**src/design/tsof_pkg.sv**
```systemverilog
// ----------------------------------------------------------------------------
// tsof_pkg
// Shared types and constants for the TCP timestamp option finder.
// ----------------------------------------------------------------------------
package tsof_pkg;

	// option kinds and lengths
	localparam logic [7:0] KIND_EOL    = 8'd0;
	localparam logic [7:0] KIND_NOP    = 8'd1;
	localparam logic [7:0] KIND_TSTAMP = 8'd8;
	localparam logic [7:0] LEN_TSTAMP  = 8'd10;
	localparam logic [7:0] HDR_BYTES   = 8'd2;

	// verdict codes
	typedef enum logic [1:0] {
		ST_FOUND   = 2'd0,
		ST_NONE    = 2'd1,
		ST_CUT     = 2'd2,
		ST_BAD_LEN = 2'd3
	} status_t;

	// parse phase, one-hot
	typedef enum logic [2:0] {
		PH_KIND = 3'b001,
		PH_LEN  = 3'b010,
		PH_BODY = 3'b100
	} phase_t;

	typedef logic [31:0] stamp_t;

endpackage

```
**src/design/tcp_timestamp_option_finder_unit.sv**
```systemverilog
// ----------------------------------------------------------------------------
// tcp_timestamp_option_finder_unit
// Walks a TCP options area byte by byte and reports the timestamp option.
// ----------------------------------------------------------------------------
// One options byte is taken per cycle, with last_byte marking the end of the
// area. Each byte enters an input register; the parse state and the verdict
// register are updated from it, so the block takes one byte every cycle
// unless in_stall holds it back. Every area gets exactly one verdict: found
// with TSval and TSecr, not found, area cut before a length byte, or bad
// length. Bytes after the verdict are dropped up to the last byte. Throughput
// drops only while a verdict waits on out_stall with the input register also
// full.
module tcp_timestamp_option_finder_unit (
	input  logic                    clk,
	input  logic                    arst_n,
	input  logic                    in_valid,
	output logic                    in_stall,
	input  logic [7:0]              opt_byte,
	input  logic                    last_byte,
	output logic                    out_valid,
	input  logic                    out_stall,
	output tsof_pkg::status_t       status,
	output tsof_pkg::stamp_t        ts_value,
	output tsof_pkg::stamp_t        ts_echo
);
	import tsof_pkg::*;

	// input register
	logic       valid_s1;
	logic [7:0] byte_s1;
	logic       last_s1;

	// parse state
	phase_t      phase_q;
	logic [7:0]  left_q;
	logic        capt_q;
	logic [63:0] stamps_q;
	logic        verdict_q;

	// result register
	logic    res_valid_q;
	status_t res_status_q;
	stamp_t  res_val_q;
	stamp_t  res_ecr_q;

	// next-state and result logic
	phase_t      phase_d;
	logic [7:0]  left_d;
	logic        capt_d;
	logic [63:0] stamps_d;
	logic        verdict_d;
	logic        emit;
	status_t     emit_status;
	logic [63:0] shifted;
	logic [7:0]  left_dec;
	logic        advance;
	logic        load_s1;

	// pipeline moves when the result register is free or being drained
	assign advance  = !res_valid_q || !out_stall;
	// input register loads when it is empty or its item moves on
	assign load_s1  = advance || !valid_s1;
	assign in_stall = !load_s1;

	assign shifted  = {stamps_q[55:0], byte_s1};
	assign left_dec = (left_q != 8'd0) ? left_q - 8'd1 : left_q;

	always_comb begin
		phase_d     = phase_q;
		left_d      = left_q;
		capt_d      = capt_q;
		stamps_d    = stamps_q;
		verdict_d   = verdict_q;
		emit        = 1'b0;
		emit_status = ST_NONE;
		if (!verdict_q) begin
			case (phase_q)
				PH_LEN: begin
					if (byte_s1 < HDR_BYTES) begin
						emit        = 1'b1;
						emit_status = ST_BAD_LEN;
					end else if (byte_s1 == HDR_BYTES) begin
						phase_d = PH_KIND;
						capt_d  = 1'b0;
						if (last_s1) begin
							emit        = 1'b1;
							emit_status = ST_NONE;
						end
					end else if (last_s1) begin
						emit        = 1'b1;
						emit_status = ST_BAD_LEN;
					end else begin
						left_d   = byte_s1 - HDR_BYTES;
						capt_d   = capt_q && (byte_s1 == LEN_TSTAMP);
						stamps_d = '0;
						phase_d  = PH_BODY;
					end
				end
				PH_BODY: begin
					stamps_d = shifted;
					left_d   = left_dec;
					if (left_dec == 8'd0) begin
						phase_d = PH_KIND;
						capt_d  = 1'b0;
						if (capt_q) begin
							emit        = 1'b1;
							emit_status = ST_FOUND;
						end else if (last_s1) begin
							emit        = 1'b1;
							emit_status = ST_NONE;
						end
					end else if (last_s1) begin
						emit        = 1'b1;
						emit_status = ST_BAD_LEN;
					end
				end
				default: begin
					// kind byte, also for any unused phase code
					if (byte_s1 == KIND_EOL) begin
						emit        = 1'b1;
						emit_status = ST_NONE;
					end else if (byte_s1 == KIND_NOP) begin
						if (last_s1) begin
							emit        = 1'b1;
							emit_status = ST_NONE;
						end
					end else if (last_s1) begin
						emit        = 1'b1;
						emit_status = ST_CUT;
					end else begin
						capt_d  = (byte_s1 == KIND_TSTAMP);
						phase_d = PH_LEN;
					end
				end
			endcase
			if (emit) begin
				verdict_d = 1'b1;
			end
		end
		// end of area returns everything to its reset value
		if (last_s1) begin
			phase_d   = PH_KIND;
			left_d    = '0;
			capt_d    = 1'b0;
			stamps_d  = '0;
			verdict_d = 1'b0;
		end
	end

	// input register
	always_ff @(posedge clk or negedge arst_n) begin
		if (!arst_n) begin
			valid_s1 <= 1'b0;
		end else if (load_s1) begin
			valid_s1 <= in_valid;
		end
	end

	always_ff @(posedge clk) begin
		if (load_s1 && in_valid) begin
			byte_s1 <= opt_byte;
			last_s1 <= last_byte;
		end
	end

	// parse state update, one item per advance
	always_ff @(posedge clk or negedge arst_n) begin
		if (!arst_n) begin
			phase_q   <= PH_KIND;
			left_q    <= '0;
			capt_q    <= 1'b0;
			stamps_q  <= '0;
			verdict_q <= 1'b0;
		end else if (advance && valid_s1) begin
			phase_q   <= phase_d;
			left_q    <= left_d;
			capt_q    <= capt_d;
			stamps_q  <= stamps_d;
			verdict_q <= verdict_d;
		end
	end

	// result register
	always_ff @(posedge clk or negedge arst_n) begin
		if (!arst_n) begin
			res_valid_q <= 1'b0;
		end else if (advance) begin
			res_valid_q <= valid_s1 && emit;
		end
	end

	always_ff @(posedge clk) begin
		if (advance && valid_s1 && emit) begin
			res_status_q <= emit_status;
			if (emit_status == ST_FOUND) begin
				res_val_q <= shifted[63:32];
				res_ecr_q <= shifted[31:0];
			end else begin
				res_val_q <= '0;
				res_ecr_q <= '0;
			end
		end
	end

	assign out_valid = res_valid_q;
	assign status    = res_status_q;
	assign ts_value  = res_val_q;
	assign ts_echo   = res_ecr_q;

endmodule

```
**config.mk**
```make
export PLATFORM = sky130hd
export DESIGN_NAME = tcp_timestamp_option_finder_unit
export DESIGN_NICKNAME = d
export VERILOG_FILES = /design/src/design/tsof_pkg.sv /design/src/design/tcp_timestamp_option_finder_unit.sv
export SDC_FILE = /design/constraint.sdc
export NUM_CORES = 1
export LEC_CHECK = 0
export ABC_CLOCK_PERIOD_IN_PS = 15800
export BUFFER_PORTS_ARGS = -buffer_cell sky130_fd_sc_hd__buf_2
export CAP_MARGIN = 20
export CORE_MARGIN = 2
export CORE_UTILIZATION = 39
export DETAILED_ROUTE_END_ITERATION = 16
export RECOVER_POWER = 100
export SYNTH_ARGS = -nofsm -noshare
export SYNTH_HDL_FRONTEND = slang
export SYNTH_SLANG_ARGS = --single-unit
```
**constraint.sdc**
```tcl
create_clock -name clk -period 15.8 [get_ports clk]
set_input_delay 0.79 -clock clk [delete_from_list [all_inputs] [get_ports clk]]
set_output_delay 0.79 -clock clk [all_outputs]
set_load 0.005 [all_outputs]
```
==> impl_metrics.json <==
{
  "status": "finished, violations left",
  "violations": "max-capacitance violations, max-slew violations",
  "hold_buffers": 0,
  "cts_tree": "done",
  "vias": 4254,
  "clock_tree.root_cell": "clkbuf_16",
  "worst-path-stages": 6,
  "rsz0062_at_grt": "no",
  "place_worst_setup_slack_ps": 12410,
  "ir_drop_mv": 0.0916,
  "finalPower_uw": 1190,
  "synthesis.instances": 569,
  "firstDrtPassIters": 5,
  "timing.hold.ws_ps": 480,
  "final_hold_viol_count": 0,
  "hold_class": "reg2reg",
  "cp_max_fo": 125,
  "startpoint_type": "register",
  "timing.fmax_mhz": 173,
  "synth_cell_types": 54,
  "critPathLaunch": "byte_s1[4]$_DFFE_PP_",
  "r2r_end": "stamps_q[0]$_DFFE_PN0P_",
  "n_antenna_cell": 0,
  "synth.avg_cell_area_um2": 11.0,
  "setup-tns-final_ps": 0,
  "fp.dieArea_mm2": 0.0171,
  "rrSetupSlack_ps": 10040,
  "min_period_over_period_pct": 36.5,
  "overflow": 0,
  "synthesis.nets": 585,
  "num-fill-cells": 1536,
  "die_h_um": 131,
  "relSlewSlack_pct": -196,
  "worstSetupEndpoint": "stamps_q[0]$_DFFE_PN0P_",
  "r2r_start": "byte_s1[4]$_DFFE_PP_",
  "final_nets": 654,
  "port_buffers": 80,
  "synth_seq_cells": 146,
  "grt_pass1_vias": 4213,
  "ys_async_sr_fraction_pct": 48.6,
  "skew_ps": 7.19,
  "setup_ws_ps": 10040,
  "mappedNetlistArea_mm2": 0.00628,
  "start_util_pct": 39.7,
  "drtIter0Drc": 289,
  "ys_seq_area_share_pct": 64.2,
  "route.detailed.drc": 0,
  "grt_antenna_before_repair": 0,
  "final_layout_size_suffix_gt1_share_pct": 11.5,
  "grtUsageTotal_pct": 16.5,
  "critPathRequiredTime_ps": 15890,
  "stdcell_count": 867,
  "critPathMaxStageDelay_ps": 3100,
  "synthFlopType": "edfxtp_1",
  "grt_pass1_wl_um": 21400,
  "ctsResizeCount": 0,
  "path_buf_inv": 1,
  "post_cts_buffers": 0,
  "cts_buffers": 17,
  "crit_chain": "or4_1 -> nor2_1 -> a221oi_1 -> o21ai_4 -> clkbuf_1 -> o21ai_0",
  "cap_violations": 4,
  "grt_max_degree": 126,
  "power.density_mw_per_mm2": 163,
  "io-pin-count": 81,
  "clock-sinks": 146,
  "routedWlPerCell_um": 15.1,
  "yosys_warnings": 0,
  "synth_edf_count": 75,
  "leakagePower_uw": 0.00278,
  "cp.arrival_ps": 5860,
  "drv_slew": 265,
  "dp_cells": 835,
  "crit_type": "reg2reg",
  "period_needed_ps": 5760,
  "routed_wl_um": 13100,
  "setup_viol": 0,
  "rows": 46,
  "dpl.hpwl_um": 8520,
  "coreArea_mm2": 0.0158,
  "worstMarginPinSlew_ps": 4440,
  "slowest_stage": "clkbuf_1",
  "htreeDepth": 4,
  "gp_congestion": 0.807,
  "ant_nets": 0,
  "area_growth_pct": 16.5,
  "via_per_inst": 4.91,
  "clk_pin_slew_ps": 60,
  "worstSkewPairLatency_ps": 420,
  "die_w_um": 131,
  "clk_path_buf_depth": 2,
  "r2r_cells": 6,
  "worstSetupEndpointType": "register",
  "cp_top_family": "buffers and inverters"
}
cells by family after synthesis:
logic type	Yosys count	synth area share (%)
compound gates	108	10.3
xor+xnor	8	1.12
fa+ha+maj	3	0.598
buf+inv	45	3.21
flops	146	64.2
mux	2	0.339
simple gates	257	20.2
flip-flops by register name, summed over array words and instances, names as in the netlist:
signal and cells:
left_q 8, ts_value 32, verdict_q 1, last_s1 1, ts_echo 32, byte_s1 8
out_valid 1, valid_s1 1, stamps_q 56, status 2, phase_q 3, capt_q 1
Yosys cell counts (all sizes together), types with 3 or more instances:
cell    count  area (µm²)
nand2     134         503
nor4        4        40.0
edfxtp     75        2250
nor3b       4        41.3
clkbuf     26         105
nand2b      4        25.0
or2         3        18.8
nand3       4        20.0
nor3       10        61.3
and2       64         400
o211ai      5        37.5
dfrtp      70        1750
buf        10        62.6
xor2        6        52.6
a21oi       8        40.0
nor2       20        75.1
o21ai      67         339
a21boi      3        22.5
o31ai       9        67.6
ha          3        37.5
inv         9        33.8
layout by cell type, fill, tap and decap left out, types with 9 or more instances in the layout:
cell	instances
nand2_1	134
edfxtp_1	75
dfrtp_1	70
o21ai_0	65
clkbuf_1	51
and2_0	42
buf_2	34
and2_1	22
nor2_1	19
clkbuf_16	17
nor3_1	10
inv_1	9
o31ai_1	9
per-layer routing:
layer / global-route usage (%) / wire length, µm / up-vias
met3: 4.85 / 586 / 14
met1: 22.0 / 6220 / 2037
met5: 0 / 0 / -
met4: 6.13 / 180 / 0
li1: - / - / 2106
met2: 25.8 / 6120 / 97
final cells by class:
type | count | area [µm²] | area share (%)
Sequential cell | 146 | 4030 | 55.1
Multi-Input combinational cell | 378 | 2030 | 27.8
Clock buffer | 19 | 443 | 6.06
Timing Repair Buffer | 86 | 373 | 5.10
Tap cell | 216 | 270 | 3.69
Clock inverter | 13 | 134 | 1.83
Inverter | 9 | 33.8 | 0.462
through the flow:
stage	area [µm²]	util, %
after detailed placement	6850	43.3
final	7310	46.2
after global placement	6850	43.3
after global routing	7310	46.2
after floorplan	6280	-
after CTS	7420	46.9
worst reg2reg max path, stage by stage, from the launching register on:
cell and delay, ps:
edfxtp_1 520, or4_1 700, nor2_1 200, a221oi_1 180, o21ai_4 160, clkbuf_1 3100, o21ai_0 580
where the power goes:
group          internal [µW]  switching (µW)
clock network            236             154
registers                490            51.4
logic                   87.8             170
total                    813             375
worst min-delay path by stage:
stage | startpoint | endpoint | cells past startpoint
floorplan | stamps_q[48]$_DFFE_PN0P_ | stamps_q[48]$_DFFE_PN0P_ | 2
global placement | stamps_q[54]$_DFFE_PN0P_ | stamps_q[54]$_DFFE_PN0P_ | 2
detailed placement | stamps_q[49]$_DFFE_PN0P_ | stamps_q[49]$_DFFE_PN0P_ | 2
CTS | stamps_q[50]$_DFFE_PN0P_ | stamps_q[50]$_DFFE_PN0P_ | 2
finish | stamps_q[50]$_DFFE_PN0P_ | stamps_q[50]$_DFFE_PN0P_ | 2
global route | stamps_q[54]$_DFFE_PN0P_ | stamps_q[54]$_DFFE_PN0P_ | 2
No activity file was read; power rests on OpenSTA's default activity.
